`config.mk`:
```
export PLATFORM = sky130hd
export DESIGN_NAME = macd_indicator_stream_core
export DESIGN_NICKNAME = d
export VERILOG_FILES = /design/src/hw/rtl/macd_pkg.sv /design/src/hw/rtl/macd_indicator_stream_core.sv /design/src/hw/rtl/macd_seq.sv /design/src/hw/rtl/macd_dp.sv
export SDC_FILE = /design/constraint.sdc
export NUM_CORES = 2
export LEC_CHECK = 0
export BUFFER_PORTS_ARGS = -buffer_cell sky130_fd_sc_hd__buf_2
export CAP_MARGIN = 20
export CORE_UTILIZATION = 50
export CTS_BUF_LIST = sky130_fd_sc_hd__clkbuf_8
export DETAILED_ROUTE_END_ITERATION = 10
export PLACE_DENSITY = 0.67
export SYNTH_ARGS = -nofsm -noshare
export SYNTH_HDL_FRONTEND = slang
export SYNTH_SLANG_ARGS = --single-unit
```
`constraint.sdc`:
```
create_clock -name clk -period 12.3 [get_ports clk]
set_clock_uncertainty 0.05 [all_clocks]
set_input_delay 0.615 -clock clk [delete_from_list [all_inputs] [get_ports clk]]
set_output_delay 0.615 -clock clk [all_outputs]
set_load 0.05 [all_outputs]
```
`src/hw/rtl/macd_pkg.sv`:
```
// ----------------------------------------------------------------------------
// MACD package
// Shared widths, register codes, reset values and control word types of the
// MACD indicator core.
// ----------------------------------------------------------------------------
package macd_pkg;

  localparam int PRICE_BITS      = 32;
  localparam int ALPHA_FRAC_BITS = 16;
  localparam int ALPHA_BITS      = ALPHA_FRAC_BITS + 1;
  localparam int SIG_BITS        = PRICE_BITS + 1;
  localparam int DIFF_BITS       = PRICE_BITS + 2;
  localparam int PROD_BITS       = DIFF_BITS + ALPHA_BITS + 1;
  localparam int HIST_BITS       = PRICE_BITS + 3;
  localparam int CFG_IDX_BITS    = 3;
  localparam int CFG_DATA_BITS   = SIG_BITS;
  localparam int STEP_BITS       = 4;

  localparam logic [ALPHA_BITS-1:0] ALPHA_ONE = {1'b1, {ALPHA_FRAC_BITS{1'b0}}};

  localparam logic [ALPHA_BITS-1:0] SHORT_ALPHA_RST  = ALPHA_BITS'(10082);
  localparam logic [ALPHA_BITS-1:0] LONG_ALPHA_RST   = ALPHA_BITS'(4855);
  localparam logic [ALPHA_BITS-1:0] SIGNAL_ALPHA_RST = ALPHA_BITS'(13107);

  typedef enum logic [CFG_IDX_BITS-1:0] {
    REG_SHORT_ALPHA  = 3'd0,
    REG_LONG_ALPHA   = 3'd1,
    REG_SIGNAL_ALPHA = 3'd2,
    REG_SHORT_SEED   = 3'd3,
    REG_LONG_SEED    = 3'd4,
    REG_SIGNAL_SEED  = 3'd5
  } cfg_reg_t;

  typedef enum logic [1:0] {
    SEL_SHORT  = 2'd0,
    SEL_LONG   = 2'd1,
    SEL_SIGNAL = 2'd2
  } ema_sel_t;

  // One microcode word.
  typedef struct packed {
    logic     diff_en;
    ema_sel_t diff_sel;
    logic     mul_en;
    ema_sel_t mul_sel;
    logic     upd_en;
    ema_sel_t upd_sel;
    logic     macd_en;
    logic     out_en;
    logic     wait_in;
    logic     wait_out;
    logic     last;
  } ucode_t;

  // Strobes from the sequencer to the datapath.
  typedef struct packed {
    logic     start;
    logic     diff_en;
    ema_sel_t diff_sel;
    logic     mul_en;
    ema_sel_t mul_sel;
    logic     upd_en;
    ema_sel_t upd_sel;
    logic     macd_en;
    logic     out_load;
  } dp_ctrl_t;

endpackage

```
`src/hw/rtl/macd_indicator_stream_core.sv`:
```
// ----------------------------------------------------------------------------
// MACD indicator stream core
// Short, long and signal EMAs of a Q16.16 price stream with MACD and histogram.
// ----------------------------------------------------------------------------
// Each request is accepted in step 0 and then runs through ten microcode
// steps, set by the single multiplier that the short, long and signal EMA
// updates share in turn (difference, product, accumulate for each). The
// result sits in an output register, so the next request is accepted while
// a finished result waits; the final step stalls only if a new result is
// ready before the previous one has been taken. Seeds are loaded at the
// first request after reset and whenever reseed is set.
module macd_indicator_stream_core (
  input  logic                                         clk,
  input  logic                                         rst,
  input  logic                                         cfg_we,
  input  logic [macd_pkg::CFG_IDX_BITS-1:0]            cfg_addr,
  input  logic [macd_pkg::CFG_DATA_BITS-1:0]           cfg_data,
  input  logic                                         in_valid,
  output logic                                         in_ready,
  input  logic [macd_pkg::PRICE_BITS-1:0]              close_price,
  input  logic                                         reseed,
  output logic                                         out_valid,
  input  logic                                         out_ready,
  output logic [macd_pkg::PRICE_BITS-1:0]              short_ema,
  output logic [macd_pkg::PRICE_BITS-1:0]              long_ema,
  output logic signed [macd_pkg::SIG_BITS-1:0]         macd_value,
  output logic signed [macd_pkg::SIG_BITS-1:0]         signal_value,
  output logic signed [macd_pkg::HIST_BITS-1:0]        histogram
);

  macd_pkg::dp_ctrl_t ctrl;

  macd_seq u_seq (
    .clk       (clk),
    .rst       (rst),
    .in_valid  (in_valid),
    .out_valid (out_valid),
    .out_ready (out_ready),
    .in_ready  (in_ready),
    .ctrl      (ctrl)
  );

  macd_dp u_dp (
    .clk          (clk),
    .rst          (rst),
    .cfg_we       (cfg_we),
    .cfg_addr     (cfg_addr),
    .cfg_data     (cfg_data),
    .close_price  (close_price),
    .reseed       (reseed),
    .ctrl         (ctrl),
    .out_ready    (out_ready),
    .out_valid    (out_valid),
    .short_ema    (short_ema),
    .long_ema     (long_ema),
    .macd_value   (macd_value),
    .signal_value (signal_value),
    .histogram    (histogram)
  );

endmodule

```
`src/hw/rtl/macd_seq.sv`:
```
// ----------------------------------------------------------------------------
// MACD sequencer
// Step counter and microcode table that drive the shared EMA datapath.
// ----------------------------------------------------------------------------
module macd_seq (
  input  logic                 clk,
  input  logic                 rst,
  input  logic                 in_valid,
  input  logic                 out_valid,
  input  logic                 out_ready,
  output logic                 in_ready,
  output macd_pkg::dp_ctrl_t   ctrl
);

  logic [macd_pkg::STEP_BITS-1:0] step;
  logic [macd_pkg::STEP_BITS-1:0] step_next;
  macd_pkg::ucode_t               uword;
  logic                           hold;

  always_comb begin
    uword = '0;
    uword.diff_sel = macd_pkg::SEL_SHORT;
    uword.mul_sel  = macd_pkg::SEL_SHORT;
    uword.upd_sel  = macd_pkg::SEL_SHORT;
    case (step)
      4'd0: begin
        uword.wait_in = 1'b1;
      end
      4'd1: begin
        uword.diff_en  = 1'b1;
        uword.diff_sel = macd_pkg::SEL_SHORT;
      end
      4'd2: begin
        uword.mul_en  = 1'b1;
        uword.mul_sel = macd_pkg::SEL_SHORT;
      end
      4'd3: begin
        uword.upd_en   = 1'b1;
        uword.upd_sel  = macd_pkg::SEL_SHORT;
        uword.diff_en  = 1'b1;
        uword.diff_sel = macd_pkg::SEL_LONG;
      end
      4'd4: begin
        uword.mul_en  = 1'b1;
        uword.mul_sel = macd_pkg::SEL_LONG;
      end
      4'd5: begin
        uword.upd_en  = 1'b1;
        uword.upd_sel = macd_pkg::SEL_LONG;
      end
      4'd6: begin
        uword.macd_en = 1'b1;
      end
      4'd7: begin
        uword.diff_en  = 1'b1;
        uword.diff_sel = macd_pkg::SEL_SIGNAL;
      end
      4'd8: begin
        uword.mul_en  = 1'b1;
        uword.mul_sel = macd_pkg::SEL_SIGNAL;
      end
      4'd9: begin
        uword.upd_en  = 1'b1;
        uword.upd_sel = macd_pkg::SEL_SIGNAL;
      end
      4'd10: begin
        uword.out_en   = 1'b1;
        uword.wait_out = 1'b1;
        uword.last     = 1'b1;
      end
      default: begin
        uword.last = 1'b1;
      end
    endcase
  end

  // The first step waits for a request; the last waits while the previous result has not been taken.
  assign hold = (uword.wait_in && !in_valid) ||
                (uword.wait_out && out_valid && !out_ready);

  always_comb begin
    if (hold) begin
      step_next = step;
    end else if (uword.last) begin
      step_next = '0;
    end else begin
      step_next = step + macd_pkg::STEP_BITS'(1);
    end
  end

  always_ff @(posedge clk) begin
    if (rst) begin
      step <= '0;
    end else begin
      step <= step_next;
    end
  end

  assign in_ready = uword.wait_in;

  always_comb begin
    ctrl.start    = uword.wait_in && in_valid;
    ctrl.diff_en  = uword.diff_en;
    ctrl.diff_sel = uword.diff_sel;
    ctrl.mul_en   = uword.mul_en;
    ctrl.mul_sel  = uword.mul_sel;
    ctrl.upd_en   = uword.upd_en;
    ctrl.upd_sel  = uword.upd_sel;
    ctrl.macd_en  = uword.macd_en;
    ctrl.out_load = uword.out_en && !hold;
  end

endmodule

```
`src/hw/rtl/macd_dp.sv`:
```
// ----------------------------------------------------------------------------
// MACD datapath
// Configuration registers, EMA state, one shared subtractor, multiplier and
// accumulator, and the result register.
// ----------------------------------------------------------------------------
module macd_dp (
  input  logic                                         clk,
  input  logic                                         rst,
  input  logic                                         cfg_we,
  input  logic [macd_pkg::CFG_IDX_BITS-1:0]            cfg_addr,
  input  logic [macd_pkg::CFG_DATA_BITS-1:0]           cfg_data,
  input  logic [macd_pkg::PRICE_BITS-1:0]              close_price,
  input  logic                                         reseed,
  input  macd_pkg::dp_ctrl_t                           ctrl,
  input  logic                                         out_ready,
  output logic                                         out_valid,
  output logic [macd_pkg::PRICE_BITS-1:0]              short_ema,
  output logic [macd_pkg::PRICE_BITS-1:0]              long_ema,
  output logic signed [macd_pkg::SIG_BITS-1:0]         macd_value,
  output logic signed [macd_pkg::SIG_BITS-1:0]         signal_value,
  output logic signed [macd_pkg::HIST_BITS-1:0]        histogram
);

  logic [macd_pkg::ALPHA_BITS-1:0]        short_alpha;
  logic [macd_pkg::ALPHA_BITS-1:0]        long_alpha;
  logic [macd_pkg::ALPHA_BITS-1:0]        signal_alpha;
  logic [macd_pkg::PRICE_BITS-1:0]        short_seed;
  logic [macd_pkg::PRICE_BITS-1:0]        long_seed;
  logic signed [macd_pkg::SIG_BITS-1:0]   signal_seed;
  logic [macd_pkg::ALPHA_BITS-1:0]        alpha_wr;

  logic                                   seed_pending;
  logic [macd_pkg::PRICE_BITS-1:0]        price;
  logic [macd_pkg::PRICE_BITS-1:0]        short_avg;
  logic [macd_pkg::PRICE_BITS-1:0]        long_avg;
  logic signed [macd_pkg::SIG_BITS-1:0]   signal_avg;
  logic signed [macd_pkg::SIG_BITS-1:0]   macd;
  logic signed [macd_pkg::DIFF_BITS-1:0]  diff;
  logic signed [macd_pkg::PROD_BITS-1:0]  prod;

  logic signed [macd_pkg::DIFF_BITS-1:0]  minuend;
  logic signed [macd_pkg::DIFF_BITS-1:0]  subtrahend;
  logic [macd_pkg::ALPHA_BITS-1:0]        alpha_sel;
  logic signed [macd_pkg::DIFF_BITS-1:0]  prev_sel;
  logic signed [macd_pkg::DIFF_BITS-1:0]  upd_sum;
  logic signed [macd_pkg::DIFF_BITS-1:0]  macd_full;
  logic signed [macd_pkg::DIFF_BITS-1:0]  hist_half;

  // An alpha whose integer bit is set is clamped to one when it is written; higher bits are dropped.
  assign alpha_wr = cfg_data[macd_pkg::ALPHA_FRAC_BITS] ? macd_pkg::ALPHA_ONE :
                    cfg_data[macd_pkg::ALPHA_BITS-1:0];

  always_ff @(posedge clk) begin
    if (rst) begin
      short_alpha  <= macd_pkg::SHORT_ALPHA_RST;
      long_alpha   <= macd_pkg::LONG_ALPHA_RST;
      signal_alpha <= macd_pkg::SIGNAL_ALPHA_RST;
      short_seed   <= '0;
      long_seed    <= '0;
      signal_seed  <= '0;
    end else if (cfg_we) begin
      case (cfg_addr)
        macd_pkg::REG_SHORT_ALPHA:  short_alpha  <= alpha_wr;
        macd_pkg::REG_LONG_ALPHA:   long_alpha   <= alpha_wr;
        macd_pkg::REG_SIGNAL_ALPHA: signal_alpha <= alpha_wr;
        macd_pkg::REG_SHORT_SEED:   short_seed   <= cfg_data[macd_pkg::PRICE_BITS-1:0];
        macd_pkg::REG_LONG_SEED:    long_seed    <= cfg_data[macd_pkg::PRICE_BITS-1:0];
        macd_pkg::REG_SIGNAL_SEED:  signal_seed  <= $signed(cfg_data);
        default: ;
      endcase
    end
  end

  always_comb begin
    case (ctrl.diff_sel)
      macd_pkg::SEL_LONG: begin
        minuend    = $signed({2'b00, price});
        subtrahend = $signed({2'b00, long_avg});
      end
      macd_pkg::SEL_SIGNAL: begin
        minuend    = macd_pkg::DIFF_BITS'(macd);
        subtrahend = macd_pkg::DIFF_BITS'(signal_avg);
      end
      default: begin
        minuend    = $signed({2'b00, price});
        subtrahend = $signed({2'b00, short_avg});
      end
    endcase
  end

  always_comb begin
    case (ctrl.mul_sel)
      macd_pkg::SEL_LONG:   alpha_sel = long_alpha;
      macd_pkg::SEL_SIGNAL: alpha_sel = signal_alpha;
      default:              alpha_sel = short_alpha;
    endcase
  end

  always_comb begin
    case (ctrl.upd_sel)
      macd_pkg::SEL_LONG:   prev_sel = $signed({2'b00, long_avg});
      macd_pkg::SEL_SIGNAL: prev_sel = macd_pkg::DIFF_BITS'(signal_avg);
      default:              prev_sel = $signed({2'b00, short_avg});
    endcase
  end

  // Taking the product bits above the fraction is an arithmetic shift, so the
  // step rounds toward minus infinity.
  assign upd_sum   = prev_sel +
                     $signed(prod[macd_pkg::ALPHA_FRAC_BITS +: macd_pkg::DIFF_BITS]);
  assign macd_full = $signed({2'b00, short_avg}) - $signed({2'b00, long_avg});
  assign hist_half = macd_pkg::DIFF_BITS'(macd) - macd_pkg::DIFF_BITS'(signal_avg);

  always_ff @(posedge clk) begin
    if (rst) begin
      seed_pending <= 1'b1;
      short_avg    <= '0;
      long_avg     <= '0;
      signal_avg   <= '0;
    end else begin
      if (ctrl.start) begin
        seed_pending <= 1'b0;
        if (seed_pending || reseed) begin
          short_avg  <= short_seed;
          long_avg   <= long_seed;
          signal_avg <= signal_seed;
        end
      end
      if (ctrl.upd_en) begin
        case (ctrl.upd_sel)
          macd_pkg::SEL_LONG:   long_avg   <= upd_sum[macd_pkg::PRICE_BITS-1:0];
          macd_pkg::SEL_SIGNAL: signal_avg <= $signed(upd_sum[macd_pkg::SIG_BITS-1:0]);
          default:              short_avg  <= upd_sum[macd_pkg::PRICE_BITS-1:0];
        endcase
      end
    end
  end

  always_ff @(posedge clk) begin
    if (ctrl.start) begin
      price <= close_price;
    end
    if (ctrl.diff_en) begin
      diff <= minuend - subtrahend;
    end
    if (ctrl.mul_en) begin
      prod <= macd_pkg::PROD_BITS'(diff * $signed({1'b0, alpha_sel}));
    end
    if (ctrl.macd_en) begin
      macd <= $signed(macd_full[macd_pkg::SIG_BITS-1:0]);
    end
  end

  always_ff @(posedge clk) begin
    if (ctrl.out_load) begin
      short_ema    <= short_avg;
      long_ema     <= long_avg;
      macd_value   <= macd;
      signal_value <= signal_avg;
      histogram    <= $signed({hist_half, 1'b0});
    end
  end

  always_ff @(posedge clk) begin
    if (rst) begin
      out_valid <= 1'b0;
    end else if (ctrl.out_load) begin
      out_valid <= 1'b1;
    end else if (out_ready) begin
      out_valid <= 1'b0;
    end
  end

endmodule

```
==> flow_metrics.env <==
export IMPL_core_area_sq_mm=0.0906
export IMPL_yosysMostFrequentCell="nand2_1"
export IMPL_yosysTopAreaCell="fa_1"
export IMPL_clkTransAtPathRegs_ns=0.06
export IMPL_rsz0062_at_grt="no"
export IMPL_drc=0
export IMPL_synth_edf_count=296
export IMPL_start_util_pct=50.7
export IMPL_critPathLaunch="u_seq.step[0]"
export IMPL_worst_ep_arrival_time_ns=9.41
export IMPL_netlist_top_cells_count="nand2_1 (795), inv_1 (712), fa_1 (533)"
export IMPL_crit_end="u_dp.prod[46]"
export IMPL_ys_flop_type="edfxtp_1"
export IMPL_die_h_um=305
export IMPL_root_buffer="clkbuf_8"
export IMPL_hold_class="input port to flip-flop"
export IMPL_period_share_pct=73.1
export IMPL_netlist_top_cells_area="fa_1 (23%), edfxtp_1 (19%), dfxtp_1 (11%), ha_1 (6.9%), nand2_1 (6.5%)"
export IMPL_tightest_slew_ns=1.09
export IMPL_dr_pass1_iters=6
export IMPL_cts_path_max_buffers=3
export IMPL_grt_max_degree=97
export IMPL_place_congestion=0.929
export IMPL_setup_tns_final_ns=0
export IMPL_hold_violations=0
export IMPL_start_kind="flip-flop"
export IMPL_syn_inst=4884
export IMPL_cpMaxStageDelayCell="ha_1"
export IMPL_cp_top_family="adder cells"
export IMPL_outcome="finished clean"
export IMPL_drtIter0Drc=3493
export IMPL_overflow=0
export IMPL_port_buffers=239
export IMPL_r2r_end="u_dp.prod[46]"
export IMPL_fill_cells=8121
export IMPL_critical_path_most_common_cell="fa_1"
export IMPL_async_flop_share_pct=0
export IMPL_wl_per_cell_um=21.7
export IMPL_grt_pass1_vias=35300
export IMPL_die_x_um=305
export IMPL_rrSetupSlack_ns=3.30
export IMPL_dp_final_hpwl_um=101000
export IMPL_final_antenna_net_count=0
export IMPL_area_growth_pct=9.40
export IMPL_ctsHoldBuffers=15
export IMPL_yosysWarnings=0
export IMPL_vias=35900
export IMPL_path_max_fanout=29
export IMPL_criticalPathCategory="flip-flop to flip-flop"
export IMPL_grt_pass1_wl_um=209000
export IMPL_cap_violations=0
export IMPL_cts_repair_resized=0
export IMPL_antenna_found_initial=4
export IMPL_post_cts_buffers=0
export IMPL_worstPathRequired_ns=12.71
export IMPL_drt_total_wl_um=137000
export IMPL_crit_path_end_kind="flip-flop"
export IMPL_synth_top_cell_area_share_pct=23.2
export IMPL_numCtsBuffers=86
export IMPL_finalSetupViolations=0
export IMPL_fin_crit_ns=9.00
export IMPL_finalNetCount=5908
export IMPL_clock_sinks=547
export IMPL_via_per_inst=5.70
export IMPL_rr_worst_depth=30
export IMPL_synth_fp_nets=5745
export IMPL_ioPinCount=241
export IMPL_slew_headroom_pct=27.3
export IMPL_cts_tree="yes"
export IMPL_synth_area_sq_mm=0.0459
export IMPL_drive_gt1_share_pct=9.90
export IMPL_ys_seq_area_share_pct=30.3
export IMPL_cp_depth=30
export IMPL_cpPeakStageDelay_ns=0.61
export IMPL_max_freq_mhz=111
export IMPL_clk_latency_ns=0.72
export IMPL_cp_num_buf_inv=7
export IMPL_htree_num_levels=3
export IMPL_track_usage_pct=29.5
export IMPL_dieArea_sq_mm=0.0931
export IMPL_ys_types=89
export IMPL_syn_avg_cell_area_sq_um=9.41
export IMPL_reg2reg_from="u_seq.step[0]"
export IMPL_synth_seq_cells=547
export IMPL_core_rowCount=110
export IMPL_slew_violations=0
[cell families (layout without fill, tap and decap cells)]
| group | after synthesis | count (layout) | share of synthesized area [%] |
|---|---|---|---|
| AOI/OAI and AO/OA | 861 | 861 | 12.4 |
| muxes | 34 | 34 | 0.825 |
| other | 1 | 3 | 0.00816 |
| DFF | 547 | 547 | 30.3 |
| buffers and inverters | 942 | 1177 | 7.72 |
| and+or+nand+nor | 1557 | 1557 | 15.7 |
| xor gates and xnor gates | 155 | 155 | 2.97 |
| adders and majority gates | 787 | 787 | 30.1 |
[layer usage]
| metal | GRT usage [%] | wire, um | up-vias |
|---|---|---|---|
| met5 | 0 | 13 | - |
| met4 | 10.3 | 4990 | 2 |
| met3 | 4.48 | 11400 | 278 |
| met2 | 46.6 | 62600 | 1534 |
| met1 | 41.4 | 57900 | 17900 |
| li1 | - | - | 16200 |
[sequential cells by signal (all words and copies together) (netlist names)]
name               flops
u_dp.diff             34
u_seq.step             4
u_dp.prod             33
u_dp.short_ema        32
u_dp.signal_value     33
u_dp.short_alpha      17
u_dp.signal_alpha     17
u_dp.long_ema         32
u_dp.seed_pending      1
u_dp.out_valid         1
u_dp.short_seed       32
u_dp.histogram        34
u_dp.signal_avg       33
u_dp.long_seed        32
u_dp.macd_value       33
u_dp.macd             33
u_dp.signal_seed      33
u_dp.short_avg        32
u_dp.long_alpha       17
u_dp.price            32
u_dp.long_avg         32
[placed cells by master (no fill, tap or decap), types with 10 or more instances in the layout]
| cell type | netlist | layout |
|---|---|---|
| nand2_1 | 795 | 792 |
| inv_1 | 712 | 737 |
| fa_1 | 533 | 533 |
| edfxtp_1 | 296 | 296 |
| a21oi_1 | 290 | 278 |
| ha_1 | 254 | 251 |
| dfxtp_1 | 251 | 251 |
| buf_2 | 1 | 238 |
| nor2_1 | 211 | 208 |
| nor2b_1 | 186 | 186 |
| and2_1 | 173 | 172 |
| o21ai_0 | 141 | 136 |
| xnor2_1 | 111 | 111 |
| clkbuf_8 | 0 | 94 |
| a22oi_1 | 80 | 80 |
| a311oi_1 | 68 | 68 |
| a21o_1 | 65 | 65 |
| buf_4 | 1 | 48 |
| nand2b_1 | 47 | 47 |
| a211oi_1 | 44 | 44 |
| xor2_1 | 43 | 43 |
| nand3_1 | 38 | 38 |
| nor3_1 | 32 | 32 |
| mux2_2 | 31 | 31 |
| a211o_1 | 28 | 28 |
| o21a_1 | 25 | 24 |
| o21bai_1 | 22 | 22 |
| and3_1 | 18 | 16 |
| clkinv_1 | 1 | 16 |
| dlygate4sd3_1 | 0 | 15 |
| nand4_1 | 11 | 11 |
| clkinv_2 | 0 | 11 |
| nor3b_1 | 10 | 10 |
[metrics by stage]
step,std cells,worst slack (ns),instance area [sq um],hold slack [ns],utilization [%]
after CTS,6293,3.42,50200,0.000608,55.5
after global placement,6118,3.49,48200,0.392,53.3
final,6297,3.30,50300,0.0357,55.5
after global routing,6296,2.71,50300,0.00837,55.5
after floorplan,4884,4.40,45900,0.380,-
after detailed placement,6118,3.45,48200,0.397,53.3
[area by class of cell]
cell class | instances | area (sq um) | share of cell area, %
Antenna cell | 2 | 5.00 | 0.00996
Clock buffer | 94 | 1290 | 2.57
Clock inverter | 66 | 533 | 1.06
Inverter | 713 | 2680 | 5.32
Multi-Input combinational cell | 3395 | 28600 | 57.0
Sequential cell | 547 | 13900 | 27.7
Tap cell | 1176 | 1470 | 2.93
Timing Repair Buffer | 304 | 1740 | 3.47
[worst reg2reg max path: cells and delay by family, from the launching register on]
family / cells / cell delay, ns
AO/OA/AOI/OAI: 9 / 2.53
adder cells (fa/ha/maj): 9 / 3.88
flip-flops: 1 / 0.34
XOR/XNOR: 1 / 0.13
AND/OR/NAND/NOR: 4 / 0.72
buffers and inverters: 7 / 1.11
[worst min-delay path by stage]
stage	from	endpoint	slack (ns)	cells past startpoint
4_1_cts	close_price[26]	u_dp.price[26]	0.0006	1
5_1_grt	close_price[22]	u_dp.price[22]	0.008	1
3_3_place_gp	u_dp.short_seed[11]	u_dp.short_seed[11]	0.39	2
6_report	close_price[22]	u_dp.price[22]	0.04	1
2_1_floorplan	u_dp.short_alpha[6]	u_dp.short_alpha[6]	0.38	1
3_5_place_dp	u_dp.long_seed[21]	u_dp.long_seed[21]	0.40	2
Power is not shown: default switching activity piles up to over one toggle a cycle in this logic, so the estimate is an artifact.
